### config.mk
export PLATFORM = sky130hd
export DESIGN_NAME = circular_list_sequence_engine_core
export DESIGN_NICKNAME = d
export VERILOG_FILES = /design/src/rtl/clse_pkg.sv /design/src/rtl/clse_free_find.sv /design/src/rtl/circular_list_sequence_engine_core.sv
export SDC_FILE = /design/constraint.sdc
export NUM_CORES = 1
export LEC_CHECK = 0
export ABC_AREA = 0
export BUFFER_PORTS_ARGS = -buffer_cell sky130_fd_sc_hd__buf_2
export CAP_MARGIN = 20
export CORE_AREA = 2 2 276 278
export CTS_CLUSTER_SIZE = 14
export DETAILED_ROUTE_END_ITERATION = 8
export DIE_AREA = 0 0 278 280
export PLACE_DENSITY = 0.58
export SYNTH_ARGS = -nofsm -noshare
export SYNTH_HDL_FRONTEND = slang
export SYNTH_SLANG_ARGS = --single-unit
### constraint.sdc
create_clock -name clk -period 4.75 [get_ports clk]
set_input_delay 0.95 -clock clk [delete_from_list [all_inputs] [get_ports clk]]
set_output_delay 0.95 -clock clk [all_outputs]
set_load 0.01 [all_outputs]
### src/rtl/clse_pkg.sv
package clse_pkg;

	localparam int Capacity  = 16;
	localparam int DataWidth = 32;
	localparam int IdxW      = $clog2(Capacity);
	localparam int CntW      = $clog2(Capacity + 1);

	typedef enum logic [2:0] {
		OP_INS_HEAD = 3'd0,
		OP_INS_TAIL = 3'd1,
		OP_INS_POS  = 3'd2,
		OP_REMOVE   = 3'd3,
		OP_SEARCH   = 3'd4,
		OP_GET      = 3'd5
	} op_t;

	typedef enum logic [1:0] {
		ST_OK       = 2'd0,
		ST_RANGE    = 2'd1,
		ST_NOTFOUND = 2'd2,
		ST_FULL     = 2'd3
	} status_t;

	typedef struct packed {
		logic [2:0]         op;
		logic signed [31:0] value;
		logic [4:0]         position;
	} req_t;

	typedef struct packed {
		logic signed [31:0] result_value;
		logic [3:0]         found_position;
		logic [1:0]         status;
		logic [4:0]         count;
		logic               is_empty;
	} rsp_t;

endpackage

### src/rtl/clse_free_find.sv
// Lowest free pool slot, priority encoder over the in-use vector.
module clse_free_find (
	input  logic [clse_pkg::Capacity-1:0] in_use,
	output logic [clse_pkg::IdxW-1:0]     slot
);
	import clse_pkg::*;

	always_comb begin
		slot = '0;
		for (int i = Capacity - 1; i >= 0; i--) begin
			if (!in_use[i]) begin
				slot = IdxW'(i);
			end
		end
	end
endmodule

### src/rtl/circular_list_sequence_engine_core.sv
// Channel   | Ports                    | Handshake
// ----------+--------------------------+-------------------------------------
// request   | start, busy, req         | taken when start && !busy
// result    | done, rsp                | one cycle wide on done, no stall
//
// Sequence: insert, remove and get walk k links with the shared link walker
// (one node per cycle), then apply and done; search walks and goes straight
// to done (k up to count when nothing matches); a rejected request goes
// straight to done. done rises on the edge that clears busy.
// Reset clears the in-use bits, head and count at once; the node memory
// keeps no reset and is only read on live nodes.
// busy stays high from the accepting edge until the done cycle.
module circular_list_sequence_engine_core (
	input  logic            clk,
	input  logic            arst_n,
	input  logic            start,
	input  clse_pkg::req_t  req,
	output logic            busy,
	output logic            done,
	output clse_pkg::rsp_t  rsp
);
	import clse_pkg::*;

	typedef enum logic [1:0] {S_IDLE, S_WALK, S_APPLY, S_DONE} state_t;

	// node pool: value and both links
	logic signed [DataWidth-1:0] val_q  [Capacity];
	logic [IdxW-1:0]             next_q [Capacity];
	logic [IdxW-1:0]             prev_q [Capacity];
	logic [Capacity-1:0]         used_q;
	logic [IdxW-1:0]             head_q;
	logic [CntW-1:0]             cnt_q;

	state_t                      state_q;
	op_t                         op_q;
	logic signed [DataWidth-1:0] v_q;
	logic [CntW-1:0]             pos_q;   // target position
	logic [CntW-1:0]             step_q;  // links walked so far
	logic [IdxW-1:0]             node_q;  // walker
	logic [IdxW-1:0]             free_slot;

	clse_free_find u_free (.in_use(used_q), .slot(free_slot));

	logic [CntW-1:0] in_pos;
	op_t             in_op;
	status_t         pre_st;
	logic            pre_ok;

	// Request decode: range and capacity checks before any walking.
	always_comb begin
		in_op  = op_t'(req.op);
		in_pos = req.position;
		pre_st = ST_OK;
		unique case (in_op)
			OP_INS_HEAD, OP_INS_TAIL, OP_INS_POS: begin
				if (in_op == OP_INS_HEAD) in_pos = '0;
				if (in_op == OP_INS_TAIL) in_pos = cnt_q;
				if (in_pos > cnt_q) pre_st = ST_RANGE;
				else if (cnt_q >= CntW'(Capacity)) pre_st = ST_FULL;
			end
			OP_REMOVE, OP_GET: if (in_pos >= cnt_q) pre_st = ST_RANGE;
			OP_SEARCH: if (cnt_q == '0) pre_st = ST_RANGE;
			default: pre_st = ST_RANGE;
		endcase
		pre_ok = (pre_st == ST_OK);
	end

	// Insert at count walks to head (position wraps to head, as a tail insert).
	logic [CntW-1:0] walk_len;
	assign walk_len = (pos_q >= cnt_q) ? '0 : pos_q;

	logic [IdxW-1:0] bef, nx, pv;
	assign bef = prev_q[node_q];
	assign nx  = next_q[node_q];
	assign pv  = prev_q[node_q];

	always_ff @(posedge clk or negedge arst_n) begin
		if (!arst_n) begin
			state_q <= S_IDLE;
			used_q  <= '0;
			head_q  <= '0;
			cnt_q   <= '0;
			busy    <= 1'b0;
			done    <= 1'b0;
		end else begin
			done <= 1'b0;
			unique case (state_q)
				S_IDLE: begin
					if (start) begin
						busy   <= 1'b1;
						op_q   <= in_op;
						v_q    <= req.value;
						pos_q  <= in_pos;
						step_q <= '0;
						node_q <= head_q;
						rsp    <= '{result_value: '0, found_position: '0, status: pre_st,
							count: '0, is_empty: 1'b0};
						state_q <= pre_ok ? S_WALK : S_DONE;
					end
				end
				S_WALK: begin
					if (op_q == OP_SEARCH) begin
						if (step_q >= cnt_q) begin
							rsp.status <= ST_NOTFOUND;
							state_q    <= S_DONE;
						end else if (val_q[node_q] == v_q) begin
							rsp.found_position <= step_q[IdxW-1:0];
							state_q            <= S_DONE;
						end else begin
							node_q <= next_q[node_q];
							step_q <= step_q + 1'b1;
						end
					end else if (step_q < walk_len) begin
						node_q <= next_q[node_q];
						step_q <= step_q + 1'b1;
					end else begin
						state_q <= S_APPLY;
					end
				end
				S_APPLY: begin
					unique case (op_q)
						OP_GET: rsp.result_value <= val_q[node_q];
						OP_REMOVE: begin
							rsp.result_value <= val_q[node_q];
							used_q[node_q]   <= 1'b0;
							cnt_q            <= cnt_q - 1'b1;
							if (cnt_q == CntW'(1)) head_q <= '0;
							else begin
								next_q[pv] <= nx;
								prev_q[nx] <= pv;
								if (node_q == head_q) head_q <= nx;
							end
						end
						default: begin
							used_q[free_slot] <= 1'b1;
							val_q[free_slot]  <= v_q;
							cnt_q             <= cnt_q + 1'b1;
							if (cnt_q == '0) begin
								next_q[free_slot] <= free_slot;
								prev_q[free_slot] <= free_slot;
								head_q            <= free_slot;
							end else begin
								next_q[free_slot] <= node_q;
								prev_q[free_slot] <= bef;
								next_q[bef]       <= free_slot;
								prev_q[node_q]    <= free_slot;
								if (pos_q == '0) head_q <= free_slot;
							end
						end
					endcase
					state_q <= S_DONE;
				end
				S_DONE: begin
					rsp.count    <= cnt_q;
					rsp.is_empty <= (cnt_q == '0);
					done         <= 1'b1;
					busy         <= 1'b0;
					state_q      <= S_IDLE;
				end
				default: state_q <= S_IDLE;
			endcase
		end
	end
endmodule

Yosys cells after proc, flatten, opt, wreduce, memory -nomap -nowiden
Memory sizes are Yosys's and may differ from the RTL's. A register that Yosys moved wholly into a read port is not among the register bits.
Cells that the tools add are included.
Operators by class
  add/sub/neg operators: 3
  $mul: 0
  div/mod/pow operators: 0
  order comparisons: 10
  equal/unequal tests: 27
  shift-type cells: 0
  multiplexer cells: 92
  bitwise operators: 10
  reduce and logical (&&, ||, !) cells: 29
Operator list (count)
  two-way mux 4 bit: 35
  one-hot mux 32 bit (2 select lines): 1
  two-way mux 5 bit: 10
  two-way mux 44 bit: 1
  == test 32 bit: 1
  two-way mux 32 bit: 1
  one-hot mux 16 bit (2 select lines): 1
  one-hot mux 6 bit (2 select lines): 2
  two-way mux 1 bit: 22
  one-hot mux 5 bit (2 select lines): 2
  two-way mux 2 bit: 9
  AND 16 bit: 1
  NOT 16 bit: 1
  bitwise OR 16 bit: 1
  one-hot mux 4 bit (2 select lines): 2
  >= comparator 5 bit: 3
  inequality test 3 bit, second input constant: 5
  == test 3 bit, second input constant: 4
  inequality test 2 bit, second input constant: 6
  AND reduction 6 bit: 2
  adder 5 x 1 -> 5 bit, second input constant: 2
  logical NOT 5 bit: 2
  < comparator 4 x 5 -> 1 bit, second input constant: 2
  == test 3 x 2 -> 1 bit, second input constant: 3
  other kinds (31): 52
Storage, ports and cells
  bits in registers: 122
  bits in latches: 0
  RAM bits: 640
  ROM bits: 0
  input bits: 43
  memories: 3
Memories
  val_q: depth 16, bits a word 32, read ports 1, clocked after Yosys merged registers in 1, write ports 1, RTL line circular_list_sequence_engine_core.sv:27  | logic signed [DataWidth-1:0] val_q [Capacity];
  next_q: depth 16, bits a word 4, read ports 1, clocked after Yosys merged registers in 1, write ports 2, RTL line circular_list_sequence_engine_core.sv:28  | logic [IdxW-1:0] next_q [Capacity];
  prev_q: depth 16, bits a word 4, read ports 1, clocked after Yosys merged registers in 1, write ports 2, RTL line circular_list_sequence_engine_core.sv:29  | logic [IdxW-1:0] prev_q [Capacity];

Depth between registers and ports, before layout
Gate-level depths: netlist of run 1.
  depth after elaboration: 22
  gate-level depth with buffers: 17
  mapped depth without buffers: 17

Hierarchy
From an unflattened synthesis of run 1, not the netlist that was laid out.
Second synthesis, totals
  cell total of the unflattened synthesis: 2023
  area total of the unflattened synthesis: 33683.6 µm²
Modules (own cells, without submodules)
  circular_list_sequence_engine_core: instances 1, cells each 1991, area an instance 33522.2 µm², seq. area each 22816.9 µm²
  clse_free_find: instances 1, cells each 32, area an instance 161.4 µm², seq. area each 0.0 µm²

Worst setup path after synthesis of run 1
Ideal clock, no wire load.
  path type: flip-flop to flip-flop
  start: reg with a tool-made name
  end: mem prev_q[4][0] (netlist name), enable pin
  setup time: 0.361 ns
  data arrival time: 3.381 ns
  required time: 4.389 ns
  path slack: 1.007 ns
  stages on the path, launching flop included: 13
  clock period less this slack: 3.743 ns
  cells stage by stage: dfxtp_1 > buf_6 > buf_12 > buf_12 > buf_6 > buf_4 > buf_2 > mux4_2 > mux4_2 > nand2_1 > a21boi_0 > nand3b_1 > o21ai_0
RTL lines (RTL line)
  end: declaration: circular_list_sequence_engine_core.sv:29

==> results of run 1 <==
## per-stage QoR
step                      TNS, ps  std cells  setup slack, ps  hold WS [ps]  util [%]
final                           0       3211              202           342      50.7
after global routing            0       3211             84.9           359      50.7
after CTS                       0       3211             48.6           327      50.7
after detailed placement    -4140       3063             -492           511      47.2
after global placement      -5320       3062             -523           519      47.2
after floorplan                 0       2025             1010           488         -
## kinds of logic after synthesis
family	after synthesis	share of synthesized area [%]
buffers and inverters	135	1.90
XOR/XNOR	47	1.23
adder cells (fa/ha/maj)	33	1.23
multiplexers	317	15.1
AND/OR/NAND/NOR	420	6.18
AO/OA/AOI/OAI	307	6.21
flip-flops	766	68.2
## worst min-delay path by stage
stage	cells past startpoint	start	to
detailed placement	2	busy	busy
global placement	2	busy	busy
finish	2	arst_n	state_q[1]
CTS	2	arst_n	state_q[1]
floorplan	2	head_q[0]	head_q[0]
global route	2	arst_n	state_q[1]
## where the power goes
part           switching [uW]  total (uW)  internal (uW)
combinational            5650        9450           3800
sequential                541        9010           8470
clock                    2690        6250           3570
total                    8880       24700          15800
## registers in the layout, summed over array words and instances (netlist names), named ones only
name	cells
prev_q	64
op_q	3
node_q	4
done	1
next_q	64
head_q	4
pos_q	5
rsp	44
state_q	2
cnt_q	5
busy	1
val_q	512
step_q	5
v_q	32
used_q	16
## layout by cell type, fill, tap and decap left out, drive strengths merged, types with 25 or more instances in the layout
cell type / Yosys / routed
a21oi: 45 / 45
a22oi: 45 / 45
and2: 35 / 35
buf: 57 / 164
clkbuf: 46 / 106
dfrtp: 29 / 29
edfxtp: 733 / 733
ha: 33 / 33
inv: 31 / 37
mux2i: 162 / 162
mux4: 144 / 144
nand2: 108 / 108
nand2b: 29 / 29
nand3: 25 / 25
nor2: 117 / 117
nor3: 26 / 26
o21ai: 86 / 86
xnor2: 36 / 36
## timing repair
action / 4_1_cts / 5_1_grt
gates cloned: 0 / 0
gates resized for setup: 2 / 1
setup endpoints to repair: 18 / 4
buffers inserted: 1 / 0
## worst reg2reg max path, delay by kind of cell, from the launching register on
| kind | cells | cell delay, ps |
|---|---|---|
| mux | 3 | 1010 |
| flops | 1 | 520 |
| xor+xnor | 1 | 460 |
| simple gates | 4 | 1490 |
| compound gates | 1 | 360 |
| buf+inv | 1 | 390 |
## routing by layer
metal | vias to the layer above | wire length (um) | GRT usage (%)
met5 | - | 12 | 0
met4 | 2 | 2620 | 6.93
li1 | 8371 | - | -
met1 | 9957 | 37200 | 30.7
met2 | 672 | 43800 | 39.1
met3 | 154 | 5330 | 3.70
## cell type report
type / count / area share (%)
inverters: 32 / 0.315
flip-flops and latches: 766 / 59.8
clock buffers: 106 / 5.75
well taps: 978 / 3.21
multi-input cells: 1124 / 26.7
clock inverters: 41 / 1.13
repair buffers: 164 / 3.11
==> run_results.csv, run 1 <==
group,metric,value,unit
pwr,power_leakage,0.0128,uW
worst_setup_path,crit_chain,"buf_12 > mux4_2 > mux2i_1 > mux2i_1 > xnor2_2 > nand4_1 > nor4_2 > nand3_2 > or3b_1 > a21oi_1",
worst_setup_path,worstPathArrival,4860,ps
place,placed_cell_area,35500,um2
place,dpl.hpwl,55200,um
route,drtPass1Iterations,5,
worst_setup_path,cp-endpoint,"rsp[10]",
cells_and_area,fillers,6168,
cells_and_area,seq_area,22800,um2
global_routing,grt_max_degree,57,
synth,synth.area.top_cells,"edfxtp_1 (66%), mux4_2 (8.6%), mux2i_1 (4.8%)",
sta,setup_viol,0,
sta,max_freq,220,MHz
sta,worst_slew_pin_slew,1010,ps
worst_setup_path,critPathCaptureType,"flip-flop",
synth,synthDistinctLibCells,81,
clock_tree,cts_sinks,766,
place,io_buffers,88,
route,vias,19200,
clock_tree,cts_tree,"yes",
worst_setup_path,timing.rr.end,"rsp[10]",
worst_setup_path,crit_required,5060,ps
global_routing,grt_overflow,0,
floorplan,die_h,280,um
synth,yosys_most_used_dff,"edfxtp_1",
clock_tree,cts_hold_buf,0,
route,wl_per_cell,27.7,um
worst_setup_path,r2r_cells,10,
sta,final.min_clock_period,4550,ps
clock_tree,cts_buffers,82,
worst_setup_path,cpMaxStageDelayCell,"mux4_2",
synth,post-synth-top-count-cell,"edfxtp_1",
cells_and_area,nNetsFinal,2246,
worst_setup_path,cp_num_cells,10,
global_routing,grt_pass1_vias,19700,
synth,syn-cell-area,33500,um2
global_routing,grt_pass1_wl,131000,um
sta,finalCritPeriodShare,95.7,%
floorplan,die_w,278,um
clock_tree,cts_max_level,3,
sta,rsz0062_at_grt,"false",
pwr,power_density,648,nW/um2
synth,synth-seq-cells,766,
cells_and_area,area_growth,14.0,%
cells_and_area,drive_gt1_share,21.4,%
worst_setup_path,cp_common_cell,"mux2i_1",
global_routing,antenna_found_initial,3,
outcome,status,"finished clean",
floorplan,rows,101,
clock_tree,root_buffer,"clkbuf_16",
sta,relSlewSlack,31.7,%
route,detail_route.vias_per_cell,5.97,
synth,synth_sequential_area_ratio,68.2,%
sta,drv_slew,0,
floorplan,initial_utilization,44.5,%
worst_setup_path,slowest_delay,560,ps
pwr,irDropWorstVdd,0.000361,V
synth,async_flop_share,3.79,%
worst_setup_path,critPathBufInv,1,
floorplan,die_area,77800,um2
synth,yosysTopAreaCellShare,65.8,%
route,first_iter_violations,1887,
route,wl,89000,um
floorplan,coreArea,75200,um2
floorplan,pin_count,89,
worst_setup_path,critPathTopFamily,"simple AND/OR/NAND/NOR gates",
cells_and_area,diodes,0,
worst_setup_path,reg2reg_setup_slack,200,ps
sta,skew,44.2,ps
synth,yosys_warnings,0,
clock_tree,clock_latency,650,ps
place,gp_congestion,0.901,
route,antenna_left,0,
global_routing,grt_usage,23.0,%
clock_tree,clock_path_buffers,3,
sta,timing_hold_violations_final,0,
worst_setup_path,path_class,"reg2reg",
synth,avgSynthCellArea,16.5,um2
cells_and_area,multi_input_area,10200,um2
synth,syn-num-nets,2101,
worst_setup_path,cp-start-kind,"flip-flop",
route,drc,0,
worst_hold_path,holdCritPathClass,"in2async",
synth,ys_top_cells_by_count,"edfxtp_1 (733), mux2i_1 (162), mux4_2 (128)",
pwr,finalPower,24700,uW
worst_setup_path,crit_fanout,56,
synth,synthCells,2025,
synth,synth_area_leader_cell,"edfxtp_1",
clock_tree,clkTransAtPathRegs,60,ps
job,drv_cap,0,
cells_and_area,fin_area,38200,um2
synth,synth_edf_count,733,
Power figures use the tool's default switching activity.
==> run 2, diff against run 1 <==
--- a/config.mk
+++ b/config.mk
@@ -8,11 +8,11 @@
 export ABC_AREA = 0
 export BUFFER_PORTS_ARGS = -buffer_cell sky130_fd_sc_hd__buf_2
 export CAP_MARGIN = 20
-export CORE_AREA = 2 2 276 278
+export CORE_AREA = 2 2 356 358
 export CTS_CLUSTER_SIZE = 14
 export DETAILED_ROUTE_END_ITERATION = 8
-export DIE_AREA = 0 0 278 280
-export PLACE_DENSITY = 0.58
+export DIE_AREA = 0 0 358 360
+export PLACE_DENSITY = 0.39
 export SYNTH_ARGS = -nofsm -noshare
 export SYNTH_HDL_FRONTEND = slang
 export SYNTH_SLANG_ARGS = --single-unit
==> run_results.csv, run 2 (synthesis gave the netlist of run 1 again) <==
group,metric,value,unit
outcome,status,"finished clean",
route,first_iter_violations,1563,
worst_setup_path,cp_common_cell,"buf_4",
pwr,pwr-share-clk,26.0,%
worst_setup_path,crit_fanout,55,
sta,relSlewSlack,30.8,%
sta,timing_hold_violations_final,0,
global_routing,grt_pass1_vias,19800,
worst_setup_path,critPathBufInv,4,
pwr,seq_power_share,35.7,%
cells_and_area,drive_gt1_share,21.2,%
sta,setup_viol,0,
clock_tree,clkTransAtPathRegs,60,ps
pwr,netSwitchingPower,9250,uW
global_routing,grt_max_degree,56,
clock_tree,cts_hold_buf,0,
worst_setup_path,cpMaxStageDelayCell,"mux4_2",
sta,worst_slew_pin_slew,1030,ps
place,dpl.hpwl,61200,um
cells_and_area,top_regs,"val_q x512, next_q x64, prev_q x64",
floorplan,rows,130,
cells_and_area,final_cell_mix,"edfxtp_1 (733), mux2i_1 (162), mux4_2 (128)",
clock_tree,post_cts_resize_count,0,
clock_tree,cts_buffers,91,
place,io_buffers,88,
pwr,sw_frac_of_total,36.6,%
clock_tree,cts_max_level,3,
worst_hold_path,holdCritPathClass,"in2async",
worst_setup_path,worstPathArrival,4740,ps
floorplan,coreArea,125000,um2
pwr,finalPower,25300,uW
floorplan,pin_count,89,
worst_setup_path,critPathTopFamily,"simple AND/OR/NAND/NOR gates",
worst_setup_path,slowest_delay,560,ps
cells_and_area,largest_reg_flops,512,
worst_setup_path,path_class,"reg2reg",
pwr,irDropWorstVdd,0.000342,V
clock_tree,root_buffer,"clkbuf_16",
route,wl,99800,um
sta,finalCritPeriodShare,91.5,%
worst_setup_path,critPathCaptureType,"flip-flop",
sta,drv_slew,0,
floorplan,initial_utilization,26.8,%
sta,rsz0062_at_grt,"false",
worst_setup_path,crit_chain,"buf_12 > buf_4 > mux4_2 > nor3_1 > nor4_1 > nand3_1 > nand4_1 > nor4_1 > buf_4 > nand3_2 > or3b_1 > a21oi_1 > buf_4",
clock_tree,cts_sinks,766,
worst_setup_path,timing.rr.end,"rsp[9]",
worst_setup_path,r2r_cells,13,
cells_and_area,final_common_cell,"edfxtp_1",
sta,max_freq,230,MHz
worst_setup_path,crit_required,5150,ps
global_routing,grt_overflow,0,
route,drc,0,
route,wl_per_cell,25.6,um
clock_tree,clock_latency,680,ps
route,detail_route.vias_per_cell,4.82,
cells_and_area,fin_util,31.3,%
pwr,p_int,16000,uW
floorplan,die_h,360,um
sta,skew,35.3,ps
floorplan,die_w,358,um
pwr,power_density,646,nW/um2
job,drv_cap,0,
route,vias,18800,
pwr,power_leakage,0.0129,uW
place,gp_congestion,0.799,
floorplan,die_area,129000,um2
sta,tns,0,ps
cells_and_area,area_growth,16.9,%
global_routing,antenna_found_initial,3,
cells_and_area,top_register,"val_q",
clock_tree,cts_tree,"yes",
route,drtPass1Iterations,5,
sta,final.min_clock_period,4350,ps
pwr,p_comb_share,38.4,%
clock_tree,cts_setup_buffers,0,
cells_and_area,nNetsFinal,2263,
route,antenna_left,0,
worst_setup_path,reg2reg_setup_slack,400,ps
global_routing,grt_usage,15.5,%
worst_setup_path,cp-start-kind,"flip-flop",
clock_tree,clock_path_buffers,3,
global_routing,grt_pass1_wl,144000,um
[run 2: worst max-delay path by stage]
stage | startpoint | end | slack, ps | depth (start not counted)
4_1_cts | flip-flop | rsp[9] | 270 | 13
2_1_floorplan | flip-flop | prev_q[4][0] | 1010 | 12
3_3_place_gp | flip-flop | rsp[9] | 300 | 13
5_1_grt | flip-flop | rsp[9] | 60 | 13
6_report | flip-flop | rsp[9] | 400 | 13
3_5_place_dp | flip-flop | rsp[9] | 290 | 13
[run 2: area by class of cell]
class	instances	area, um2
Timing Repair Buffer	172	1180
Multi-Input combinational cell	1124	10200
Antenna cell	1	2.50
Fill cell	12300	85800
Sequential cell	766	22800
Clock inverter	49	403
Clock buffer	112	2370
Tap cell	1650	2060
Inverter	32	120
[run 2: power groups by stage]
stage	Sequential, uW	Combinational [uW]	Clock [uW]
6_report	9020	9700	6570
3_3_place_gp	9160	9820	0
3_5_place_dp	9170	9850	0
2_1_floorplan	8870	6400	0
5_1_grt	9100	10500	7020
4_1_cts	9040	9880	6770
[run 2: layer usage]
layer / global-route usage (%) / part of all wire, % / vias up
met1: 20.5 / 44 / 9834
met5: 0 / 0 / -
met2: 26.1 / 49 / 436
li1: - / - / 8415
met3: 2.52 / 4.0 / 150
met4: 4.09 / 2.4 / 0
[run 2: through the flow]
| step | std cells | setup slack [ps] | hold slack [ps] | area, um2 |
|---|---|---|---|---|
| after floorplan | 2025 | 1010 | 488 | 33500 |
| after global placement | 3744 | 303 | 519 | 36400 |
| after detailed placement | 3744 | 287 | 530 | 36400 |
| after CTS | 3905 | 274 | 319 | 39100 |
| after global routing | 3905 | 57.1 | 357 | 39100 |
| final | 3906 | 404 | 341 | 39100 |
